**config.mk**
```make
export PLATFORM = sky130hd
export DESIGN_NAME = rle_skip_frame_decoder
export DESIGN_NICKNAME = d
export VERILOG_FILES = /design/src/hdl/rsfd_pkg.sv /design/src/hdl/rsfd_front.sv /design/src/hdl/rsfd_queue.sv /design/src/hdl/rsfd_back.sv /design/src/hdl/rle_skip_frame_decoder.sv
export VERILOG_INCLUDE_DIRS = /design/src /design/src/hdl
export SDC_FILE = /design/constraint.sdc
export NUM_CORES = 1
export LEC_CHECK = 0
export BUFFER_PORTS_ARGS = -buffer_cell sky130_fd_sc_hd__clkbuf_2
export CAP_MARGIN = 25
export CORE_MARGIN = 3
export CORE_UTILIZATION = 40
export DETAILED_ROUTE_END_ITERATION = 7
export PLACE_DENSITY = 0.59
export REMOVE_ABC_BUFFERS = 1
export SETUP_SLACK_MARGIN = 0.2
export SLEW_MARGIN = 20
export SYNTH_ARGS = -nofsm -noshare
export SYNTH_HDL_FRONTEND = slang
export SYNTH_SLANG_ARGS = --single-unit
```
**constraint.sdc**
```tcl
create_clock -name clk -period 4.2 [get_ports clk]
set_input_delay 0 -clock clk [delete_from_list [all_inputs] [get_ports clk]]
set_output_delay 0 -clock clk [all_outputs]
set_load 0.005 [all_outputs]
```
**src/hdl/rle_skip_frame_decoder_defines.svh**
```systemverilog
// Assertion macros shared by the frame decoder modules.
`ifndef RLE_SKIP_FRAME_DECODER_DEFINES_SVH
`define RLE_SKIP_FRAME_DECODER_DEFINES_SVH

`ifndef SYNTHESIS

// Check an implication on every clock edge outside reset.
`define RSFD_ASSERT_IMPL(name, clk, rst, ante, cons, msg) \
  name: assert property (@(posedge clk) disable iff (rst) (ante) |-> (cons)) \
    else $error(msg);

// Check an invariant on every clock edge outside reset.
`define RSFD_ASSERT_ALWAYS(name, clk, rst, cond, msg) \
  name: assert property (@(posedge clk) disable iff (rst) (cond)) else $error(msg);

`else

`define RSFD_ASSERT_IMPL(name, clk, rst, ante, cons, msg)
`define RSFD_ASSERT_ALWAYS(name, clk, rst, cond, msg)

`endif

`endif

```
**src/hdl/rsfd_pkg.sv**
```systemverilog
// Shared types and constants of the run-length frame decoder.
package rsfd_pkg;

  localparam int PosWidth   = 17;
  localparam int LenWidth   = 16;
  localparam int ColorWidth = 8;

  localparam logic [PosWidth-1:0] PosMax = '1;

  // One parsed command handed from the parser to the run unit.
  typedef struct packed {
    logic                  clr;    // frame start seen: position restarts at zero
    logic                  eof;    // terminator: end-of-frame result
    logic                  emit;   // visible write run (nonzero color and length)
    logic [LenWidth-1:0]   len;
    logic [ColorWidth-1:0] color;
  } op_t;

endpackage

```
**src/hdl/rsfd_front.sv**
```systemverilog
// Byte parser: turns the encoded stream into run and terminator commands.
module rsfd_front (
  input  logic                         clk,
  input  logic                         rst,
  input  logic                         accept,
  input  logic [7:0]                   code_byte,
  input  logic                         frame_start,
  output logic                         push,
  output rsfd_pkg::op_t                op
);

  typedef enum logic [2:0] {
    PhCmd,
    PhLen8,
    PhLenLo,
    PhLenHi,
    PhColor
  } phase_t;

  localparam logic [7:0] CodeEnd  = 8'd0;
  localparam logic [7:0] CodeOne  = 8'd1;
  localparam logic [7:0] CodeTwo  = 8'd2;
  localparam logic [7:0] CodeLen8 = 8'd3;

  phase_t                          phase;
  phase_t                          phase_eff;
  phase_t                          phase_next;
  logic                            frame_done;
  logic                            done_eff;
  logic                            done_next;
  logic                            clr_pending;
  logic [rsfd_pkg::LenWidth-1:0]   pending_length;
  logic [rsfd_pkg::LenWidth-1:0]   len_eff;
  logic [rsfd_pkg::LenWidth-1:0]   len_next;

  // Decode the byte against the phase, with a frame start taking effect first
  always_comb begin
    phase_eff  = frame_start ? PhCmd : phase;
    done_eff   = frame_start ? 1'b0 : frame_done;
    len_eff    = frame_start ? '0 : pending_length;
    phase_next = phase_eff;
    done_next  = done_eff;
    len_next   = len_eff;
    push       = 1'b0;
    op.clr     = frame_start | clr_pending;
    op.eof     = 1'b0;
    op.emit    = 1'b0;
    op.len     = len_eff;
    op.color   = code_byte;
    if (!done_eff) begin
      unique case (phase_eff)
        PhCmd: begin
          if (code_byte == CodeEnd) begin
            push      = 1'b1;
            op.eof    = 1'b1;
            done_next = 1'b1;
          end else if (code_byte == CodeOne) begin
            len_next   = rsfd_pkg::LenWidth'(1);
            phase_next = PhColor;
          end else if (code_byte == CodeTwo) begin
            len_next   = rsfd_pkg::LenWidth'(2);
            phase_next = PhColor;
          end else if (code_byte == CodeLen8) begin
            phase_next = PhLen8;
          end else begin
            phase_next = PhLenLo;
          end
        end
        PhLen8: begin
          len_next   = {8'd0, code_byte};
          phase_next = PhColor;
        end
        PhLenLo: begin
          len_next   = {8'd0, code_byte};
          phase_next = PhLenHi;
        end
        PhLenHi: begin
          len_next   = {code_byte, len_eff[7:0]};
          phase_next = PhColor;
        end
        PhColor: begin
          push       = 1'b1;
          op.emit    = (code_byte != 8'd0) && (len_eff != '0);
          phase_next = PhCmd;
        end
        default: begin
          phase_next = PhCmd;
        end
      endcase
    end
  end

  // Hold parser state; advance on each accepted item
  always_ff @(posedge clk) begin
    if (rst) begin
      phase          <= PhCmd;
      frame_done     <= 1'b1;
      clr_pending    <= 1'b0;
      pending_length <= '0;
    end else if (accept) begin
      phase          <= phase_next;
      frame_done     <= done_next;
      pending_length <= len_next;
      clr_pending    <= push ? 1'b0 : (frame_start | clr_pending);
    end
  end

endmodule

```
**src/hdl/rsfd_queue.sv**
```systemverilog
// Short command queue between the parser and the run unit.
`include "rle_skip_frame_decoder_defines.svh"

module rsfd_queue (
  input  logic          clk,
  input  logic          rst,
  input  logic          push,
  input  rsfd_pkg::op_t push_op,
  output logic          full,
  input  logic          pop,
  output logic          not_empty,
  output rsfd_pkg::op_t head_op
);

  localparam int Depth    = 4;
  localparam int PtrWidth = $clog2(Depth);
  localparam int CntWidth = $clog2(Depth + 1);

  rsfd_pkg::op_t         entries [Depth];
  logic [PtrWidth-1:0]   wr_ptr;
  logic [PtrWidth-1:0]   rd_ptr;
  logic [CntWidth-1:0]   count;

  assign full      = (count == CntWidth'(Depth));
  assign not_empty = (count != '0);
  assign head_op   = entries[rd_ptr];

  // Store pushed commands
  always_ff @(posedge clk) begin
    if (push) begin
      entries[wr_ptr] <= push_op;
    end
  end

  // Advance pointers and track the fill level
  always_ff @(posedge clk) begin
    if (rst) begin
      wr_ptr <= '0;
      rd_ptr <= '0;
      count  <= '0;
    end else begin
      if (push) begin
        wr_ptr <= wr_ptr + PtrWidth'(1);
      end
      if (pop) begin
        rd_ptr <= rd_ptr + PtrWidth'(1);
      end
      if (push && !pop) begin
        count <= count + CntWidth'(1);
      end else if (pop && !push) begin
        count <= count - CntWidth'(1);
      end
    end
  end

  `RSFD_ASSERT_ALWAYS(a_no_overflow, clk, rst, !(push && full), "push into full queue")
  `RSFD_ASSERT_ALWAYS(a_no_underflow, clk, rst, !(pop && !not_empty), "pop from empty queue")
  `RSFD_ASSERT_ALWAYS(a_count_range, clk, rst, count <= CntWidth'(Depth), "queue count out of range")

endmodule

```
**src/hdl/rsfd_back.sv**
```systemverilog
// Run unit: tracks the pixel position and forms the result items.
`include "rle_skip_frame_decoder_defines.svh"

module rsfd_back #(
  parameter int FRAME_PIXELS = 64000
) (
  input  logic                              clk,
  input  logic                              rst,
  input  logic                              op_valid,
  input  rsfd_pkg::op_t                     op,
  output logic                              pop,
  output logic                              out_valid,
  input  logic                              out_stall,
  output logic [rsfd_pkg::PosWidth-1:0]     run_start,
  output logic [rsfd_pkg::LenWidth-1:0]     run_length,
  output logic [rsfd_pkg::ColorWidth-1:0]   fill_color,
  output logic                              frame_end,
  output logic                              beyond_frame
);

  localparam int SumWidth = rsfd_pkg::PosWidth + 1;
  localparam logic [SumWidth-1:0] FrameLimit = SumWidth'(FRAME_PIXELS);

  logic [rsfd_pkg::PosWidth-1:0] pixel_position;
  logic [rsfd_pkg::PosWidth-1:0] base;
  logic [SumWidth-1:0]           end_pos;
  logic [rsfd_pkg::PosWidth-1:0] end_sat;
  logic                          beyond;
  logic                          result;

  // Take a command whenever the output register is free or being drained
  assign pop     = op_valid && (!out_valid || !out_stall);
  assign base    = op.clr ? '0 : pixel_position;
  assign end_pos = {1'b0, base} + SumWidth'(op.len);
  assign end_sat = end_pos[SumWidth-1] ? rsfd_pkg::PosMax : end_pos[rsfd_pkg::PosWidth-1:0];
  assign beyond  = end_pos > FrameLimit;
  assign result  = op.eof || op.emit;

  // Advance position and output valid
  always_ff @(posedge clk) begin
    if (rst) begin
      pixel_position <= '0;
      out_valid      <= 1'b0;
    end else begin
      if (out_valid && !out_stall) begin
        out_valid <= 1'b0;
      end
      if (pop) begin
        pixel_position <= op.eof ? base : end_sat;
        if (result) begin
          out_valid <= 1'b1;
        end
      end
    end
  end

  // Load the result payload
  always_ff @(posedge clk) begin
    if (pop && result) begin
      run_start    <= base;
      run_length   <= op.eof ? '0 : op.len;
      fill_color   <= op.eof ? '0 : op.color;
      frame_end    <= op.eof;
      beyond_frame <= op.eof ? 1'b0 : beyond;
    end
  end

  `RSFD_ASSERT_IMPL(a_eof_fields, clk, rst, out_valid && frame_end, run_length == '0 && fill_color == '0 && !beyond_frame, "end-of-frame result carries run data")
  `RSFD_ASSERT_IMPL(a_run_nonempty, clk, rst, out_valid && !frame_end, run_length != '0 && fill_color != '0, "empty or skip run reported")
  `RSFD_ASSERT_IMPL(a_hold_on_stall, clk, rst, out_valid && out_stall, ##1 out_valid && $stable(run_start), "stalled result lost")

endmodule

```
**src/hdl/rle_skip_frame_decoder.sv**
```systemverilog
// Top level of the run-length skip frame decoder.
//
// Usage:
//   Input channel (in_valid / in_stall): one encoded byte per item, with
//   frame_start high on the first byte of a frame. Output channel
//   (out_valid / out_stall): one item per visible write run (start, length,
//   color, beyond_frame) and one end-of-frame item per terminator byte.
//   Skips and zero-length runs produce no item.
//   A result passes through the command queue and then the output register.
//   Throughput: one byte per cycle while in_stall is low; the parser, the
//   four-entry command queue and the run unit advance every cycle unless
//   held back by in_stall or out_stall.
//   in_stall rises only when the command queue is full, which happens when
//   out_stall holds back the output long enough to fill it.
//   Reset clears the parser, queue and position; bytes are then dropped until
//   one arrives with frame_start set.
module rle_skip_frame_decoder #(
  parameter int FRAME_PIXELS = 64000
) (
  input  logic                              clk,
  input  logic                              rst,
  input  logic                              in_valid,
  output logic                              in_stall,
  input  logic [7:0]                        code_byte,
  input  logic                              frame_start,
  output logic                              out_valid,
  input  logic                              out_stall,
  output logic [rsfd_pkg::PosWidth-1:0]     run_start,
  output logic [rsfd_pkg::LenWidth-1:0]     run_length,
  output logic [rsfd_pkg::ColorWidth-1:0]   fill_color,
  output logic                              frame_end,
  output logic                              beyond_frame
);

  logic          accept;
  logic          front_push;
  logic          q_push;
  logic          q_full;
  logic          q_pop;
  logic          q_not_empty;
  rsfd_pkg::op_t front_op;
  rsfd_pkg::op_t head_op;

  assign in_stall = q_full;
  assign accept   = in_valid && !q_full;
  assign q_push   = accept && front_push;

  rsfd_front u_front (
    .clk         (clk),
    .rst         (rst),
    .accept      (accept),
    .code_byte   (code_byte),
    .frame_start (frame_start),
    .push        (front_push),
    .op          (front_op)
  );

  rsfd_queue u_queue (
    .clk       (clk),
    .rst       (rst),
    .push      (q_push),
    .push_op   (front_op),
    .full      (q_full),
    .pop       (q_pop),
    .not_empty (q_not_empty),
    .head_op   (head_op)
  );

  rsfd_back #(
    .FRAME_PIXELS (FRAME_PIXELS)
  ) u_back (
    .clk          (clk),
    .rst          (rst),
    .op_valid     (q_not_empty),
    .op           (head_op),
    .pop          (q_pop),
    .out_valid    (out_valid),
    .out_stall    (out_stall),
    .run_start    (run_start),
    .run_length   (run_length),
    .fill_color   (fill_color),
    .frame_end    (frame_end),
    .beyond_frame (beyond_frame)
  );

endmodule
```
==> results_dict.tcl, run 1 <==
set metrics [dict create \
    status "finished, final reports clean" \
    rsz0062_at_grt "no" \
    ctsLongestPathBuffers 2 \
    total_power_mw 5.88 \
    required_ns 4.36 \
    worstSetupEndpointType "register" \
    multi_input_area_sq_um 3020 \
    hp-class "in2reg" \
    io_pins 58 \
    totalWireLength_mm 18.4 \
    fin_skew_ns 0.0101 \
    grt_max_degree 50 \
    gp_congestion 0.930 \
    synth_top_family_by_area "simple AND/OR/NAND/NOR gates" \
    grt_antenna_before_repair 0 \
    path_class "reg2reg" \
    power.share.switching 0.316 \
    first_pass_iters 4 \
    p_sw_mw 1.86 \
    via_per_inst 5.36 \
    fillers 1904 \
    ys.flop_type "edfxtp_1" \
    n_antenna_cell 0 \
    ys_ff_latch 199 \
    seq_area_frac_synth 0.629 \
    portBuffers 57 \
    wl_per_cell_um 17.9 \
    area_delta_synth_final_pct 13.9 \
    htree_levels 4 \
    cap_violations 0 \
    die_w_um 154 \
    synthAdderAreaFrac 0.0346 \
    clockRootBuffer "clkbuf_16" \
    muxShareOfSynthArea 0.0763 \
    peakVddDrop_mv 0.301 \
    die_area_sq_um 23700 \
    synth_enable_flop_cells 151 \
    setup_violations 0 \
    fin_area_sq_um 9960 \
    fin_nets 774 \
    fin_crit_ns 3.80 \
    slew_violations 0 \
    worst_path_max_delay_cell "or4_1" \
    clockPowerShare 0.251 \
    clkSinkCount 199 \
    post-route-period-util 0.905 \
    place_area_sq_um 9320 \
    dp_hpwl_mm 12.3 \
    tightest_slew_ns 0.918 \
    grt_overflow_total 0 \
    p_int_mw 4.02 \
    syn_avg_cell_area_sq_um 13.0 \
    clock_latency_ns 0.42 \
    final_cell_mix "edfxtp_1 (151), clkbuf_2 (57), nor2_1 (52)" \
    slew_headroom 0.382 \
    vias 5495 \
    fp.coreArea_sq_um 21200 \
    cts_buffers 17 \
    max_freq_ghz 0.263 \
    grt_pass1_vias 5623 \
    yosys.area_share.simple 0.114 \
    drc_errors 0 \
    critPathBufInv 2 \
    crit_chain "buf_4, mux4_2, ha_1, inv_1, fa_1, and2b_1, o22a_1, xor2_1, or4b_1, or4_1, a21oi_1, o2bb2ai_1" \
    slowest_delay_ns 0.52 \
    p_leak_nw 3.71 \
    grt_pass1_wl_mm 30.1 \
    std_cell_rows 53 \
    detail-route-antenna-nets 0 \
    initialDrtViolationCount 363 \
    cts_tree "built" \
    yosysWarnings 0 \
    synth_compound_area_frac 0.100 \
    final_common_cell "edfxtp_1" \
    synth_xor_area_frac 0.0180 \
    syn_area_sq_um 8740 \
    clk_pin_slew_ns 0.06 \
    cp_data_arrival_time_ns 3.96 \
    combPwrFrac 0.302 \
    cp-start-kind "register" \
    hold_viol 0 \
    powerDensity_nw_per_um2 590 \
    fp.dieH_um 154 \
    async_flop_share 0 \
    crit_family "simple AND/OR/NAND/NOR gates" \
    path_max_fanout 26 \
    pwr-share-seq 0.447 \
    grt_use_total 0.162 \
    seqCellArea_sq_um 5500 \
    syn_inst 673 \
    synth.distinct_cells 67 \
    start_util 0.412 \
    drive_gt1_frac 0.174 \
]
[worst reg2reg max path, stage by stage (launching register included)]
cell	delay [ns]
dfxtp_1	0.38
buf_4	0.39
mux4_2	0.40
ha_1	0.25
inv_1	0.07
fa_1	0.21
and2b_1	0.20
o22a_1	0.21
xor2_1	0.16
or4b_1	0.51
or4_1	0.52
a21oi_1	0.16
o2bb2ai_1	0.09
[kinds of logic (layout without fill, tap and decap cells)]
kind of cell,Yosys count,count (layout)
AND/OR/NAND/NOR,199,199
adder cells (fa/ha/maj),23,23
AO/OA/AOI/OAI,139,139
XOR/XNOR,18,18
buffers and inverters,61,139
multiplexers,34,34
flip-flops,199,199
[final timing paths]
kind	from	end	slack (ns)	cells past startpoint
setup / recovery	register	u_back.beyond_frame	0.40	12
hold / removal	rst	u_back.out_valid	0.17	3
setup reg to reg	register	u_back.beyond_frame	0.40	12
hold reg to reg	u_back.pixel_position[15]	u_back.pixel_position[15]	0.45	2
[power by group through the flow]
| stage | registers, mW | clock network (mW) | logic, mW |
|---|---|---|---|
| 2_1_floorplan | 2.74 | 0 | 1.04 |
| 3_3_place_gp | 2.66 | 0 | 1.77 |
| 3_5_place_dp | 2.67 | 0 | 1.79 |
| 4_1_cts | 2.63 | 1.51 | 1.80 |
| 5_1_grt | 2.67 | 1.60 | 2.00 |
| 6_report | 2.63 | 1.47 | 1.78 |
[area by class of cell]
type                            count  share of cell area
Clock buffer                       29              0.0513
Sequential cell                   199               0.552
Tap cell                          275              0.0346
Inverter                           31              0.0117
Timing Repair Buffer               76              0.0455
Multi-Input combinational cell    413               0.303
Clock inverter                      3             0.00201
[synth_stat cells (all sizes together) (4+ instances only)]
library cell / instances / area (sq um)
edfxtp: 151 / 4530
nand2: 50 / 188
mux2i: 7 / 70.1
and2: 7 / 43.8
buf: 9 / 40.0
ha: 21 / 263
inv: 31 / 116
o22ai: 6 / 37.5
clkbuf: 21 / 88.8
and4: 6 / 52.6
mux4: 26 / 586
xor2: 10 / 87.6
nand3: 4 / 20.0
a211oi: 6 / 50.1
a22oi: 14 / 105
nor2: 53 / 199
o21ai: 30 / 150
nor2b: 45 / 282
xnor2: 8 / 70.1
nand2b: 4 / 25.0
nor3: 10 / 50.1
dfxtp: 48 / 961
a21oi: 50 / 250
nor4: 6 / 37.5
a31oi: 4 / 25.0
[metal layers]
| layer | global-route usage | share of wire | vias up |
|---|---|---|---|
| met5 | 0 | 0 | - |
| met4 | 0.0547 | 0.018 | 0 |
| met2 | 0.272 | 0.49 | 147 |
| met3 | 0.0290 | 0.040 | 22 |
| met1 | 0.213 | 0.45 | 2695 |
| li1 | - | - | 2631 |
[stage by stage]
step / utilization / setup TNS, ns / hold slack (ns) / std cells / setup WS (ns)
after floorplan: - / -14.46 / 0.0691 / 643 / -0.328
after global placement: 0.439 / 0 / 0.246 / 984 / 0.460
after detailed placement: 0.439 / 0 / 0.253 / 984 / 0.393
after CTS: 0.469 / 0 / 0.143 / 1026 / 0.370
after global routing: 0.469 / 0 / 0.177 / 1026 / 0.202
final: 0.469 / 0 / 0.168 / 1026 / 0.397
[flip-flops by register name (all words and copies together), names as in the netlist, 3 cells and up, named ones only]
name and count:
u_queue.entries 108, u_back.pixel_position 17, u_back.run_start 17, u_back.run_length 16, u_front.pending_length 16, u_back.fill_color 8
u_front.phase 3, u_queue.count 3
[what timing repair did]
| item | CTS | global route |
|---|---|---|
| resized for setup | 0 | 1 |
| hold buffers | 10 | 0 |
| setup buffers | 0 | 0 |
| setup endpoints to repair | 0 | 1 |
| endpoints found under the hold margin | 44 | 0 |
Note: power is estimated with default switching activity, not from simulation.
==> run 2: changes to the inputs <==
--- a/config.mk
+++ b/config.mk
@@ -8,10 +8,12 @@
 export LEC_CHECK = 0
 export BUFFER_PORTS_ARGS = -buffer_cell sky130_fd_sc_hd__clkbuf_2
 export CAP_MARGIN = 25
+export CELL_PAD_IN_SITES_DETAIL_PLACEMENT = 2
+export CELL_PAD_IN_SITES_GLOBAL_PLACEMENT = 2
 export CORE_MARGIN = 3
 export CORE_UTILIZATION = 40
 export DETAILED_ROUTE_END_ITERATION = 7
-export PLACE_DENSITY = 0.59
+export PLACE_DENSITY = 0.77
 export REMOVE_ABC_BUFFERS = 1
 export SETUP_SLACK_MARGIN = 0.2
 export SLEW_MARGIN = 20
==> results_dict.tcl, run 2 (synthesis results as in run 1) <==
set metrics [dict create \
    path_class "reg2reg" \
    cts_buffers 17 \
    dp_hpwl_mm 16.3 \
    clock_latency_ns 0.45 \
    cts_tree "built" \
    setup_violations 0 \
    gp_congestion 0.825 \
    first_pass_iters 4 \
    clkSinkCount 199 \
    final_common_cell "edfxtp_1" \
    totalWireLength_mm 23.9 \
    crit_chain "mux2_2, buf_4, nand2_1, inv_1, ha_1, a211oi_4, o31ai_2, xor2_1, or4b_1, or4_1, a21oi_1, o2bb2ai_1" \
    vias 5793 \
    regMostFlops "u_queue.entries" \
    die_area_sq_um 23700 \
    slowest_delay_ns 0.55 \
    clockRootBuffer "clkbuf_16" \
    peakVddDrop_mv 0.280 \
    grt_use_total 0.209 \
    status "finished, final reports clean" \
    slew_violations 0 \
    rr_worst_depth 12 \
    slew_headroom 0.394 \
    fin_skew_ns 0.0151 \
    drc_errors 0 \
    place_area_sq_um 9360 \
    largest_reg_flops 108 \
    hold_viol 0 \
    cp_data_arrival_time_ns 4.02 \
    clk_pin_slew_ns 0.08 \
    reg_top3 "u_queue.entries x108, u_back.pixel_position x17, u_back.run_start x17" \
    via_per_inst 5.61 \
    cp-start-kind "register" \
    n_antenna_cell 0 \
    tightest_slew_ns 0.899 \
    rsz0062_at_grt "no" \
    powerDensity_nw_per_um2 612 \
    die_w_um 154 \
    post-route-period-util 0.912 \
    path_max_fanout 15 \
    grt_pass1_vias 6405 \
    area_delta_synth_final_pct 15.4 \
    p_leak_nw 3.82 \
    std_cell_rows 53 \
    fin_crit_ns 3.83 \
    grt_overflow_total 0 \
    drive_gt1_frac 0.189 \
    initialDrtViolationCount 259 \
    worstSetupEndpointType "register" \
    detail-route-antenna-nets 0 \
    htree_levels 4 \
    final_cell_mix "edfxtp_1 (151), clkbuf_2 (58), nor2_1 (52)" \
    worst_path_max_delay_cell "or4_1" \
    ctsLongestPathBuffers 2 \
    total_power_mw 6.18 \
    cap_violations 0 \
    fin_nets 780 \
    grt_antenna_before_repair 0 \
    fin_area_sq_um 10100 \
    io_pins 58 \
    wl_per_cell_um 23.1 \
    fp.dieH_um 154 \
    fillers 2071 \
    portBuffers 57 \
    start_util 0.412 \
    fp.coreArea_sq_um 21200 \
    grt_pass1_wl_mm 38.1 \
    grt_max_degree 37 \
    hp-class "in2reg" \
    whs_path_depth 2 \
    required_ns 4.39 \
    max_freq_ghz 0.261 \
    final_util 0.475 \
]
run 2: changes by cell type in the layout (fill, tap and decap cells not counted), moves of 2 or more:
cell / change
inv_6: +3
clkinvlp_4: -2
and2_2: -4
clkbuf_1: -8
and2_1: +4
buf_4: +5
clkbuf_8: -4
clkinv_8: +3
inv_8: +8
run 2: final timing paths:
| check | startpoint | end | slack (ns) |
|---|---|---|---|
| worst max-delay path | register | u_back.beyond_frame | 0.37 |
| worst min-delay path | rst | u_back.pixel_position[11] | 0.08 |
| worst max register to register | register | u_back.beyond_frame | 0.37 |
| worst min register to register | u_back.pixel_position[12] | u_back.pixel_position[12] | 0.45 |
run 2: what timing repair did:
| item | in CTS | in global routing |
|---|---|---|
| endpoints found under the setup margin | 0 | 4 |
| hold buffers | 10 | 0 |
| buffers inserted | 0 | 0 |
| endpoints found under the hold margin | 45 | 0 |
| gates resized for setup | 0 | 4 |
run 2: metrics by stage:
step                      setup WS (ns)  setup TNS, ns  std cells  hold slack [ns]
after global placement            0.510              0        989            0.248
final                             0.371              0       1032           0.0792
after CTS                         0.282              0       1031           0.0548
after floorplan                  -0.328         -14.46        643           0.0691
after detailed placement          0.352              0        989            0.308
after global routing              0.179              0       1032            0.100
run 2: layer usage:
metal | track usage | wire [um]
met4 | 0.0664 | 497
met1 | 0.263 | 10100
met3 | 0.0335 | 661
met2 | 0.369 | 12600
met5 | 0 | 0
run 2: power breakdown:
part	switching, mW	total (mW)	leakage (nW)	internal (mW)
sequential	0.148	2.65	1.93	2.50
combinational	1.17	1.87	1.59	0.693
clock	0.845	1.66	0.299	0.819
total	2.17	6.18	3.82	4.01
run 2: layout make-up:
cell class | instances | area [sq um] | share of cell area
flip-flops and latches | 199 | 5500 | 0.545
multi-input cells | 413 | 3030 | 0.300
clock buffers | 17 | 425 | 0.0422
repair buffers | 82 | 495 | 0.0491
well taps | 275 | 344 | 0.0341
clock inverters | 15 | 181 | 0.0180
inverters | 31 | 116 | 0.0115
run 2: critical path: cells and delay by family, from the launching register on:
kind,cells,cell delay [ns]
compound gates,4,0.69
xor+xnor,1,0.16
fa+ha+maj,1,0.32
buf+inv,2,0.29
flops,1,0.48
mux,1,0.39
simple gates,3,1.25
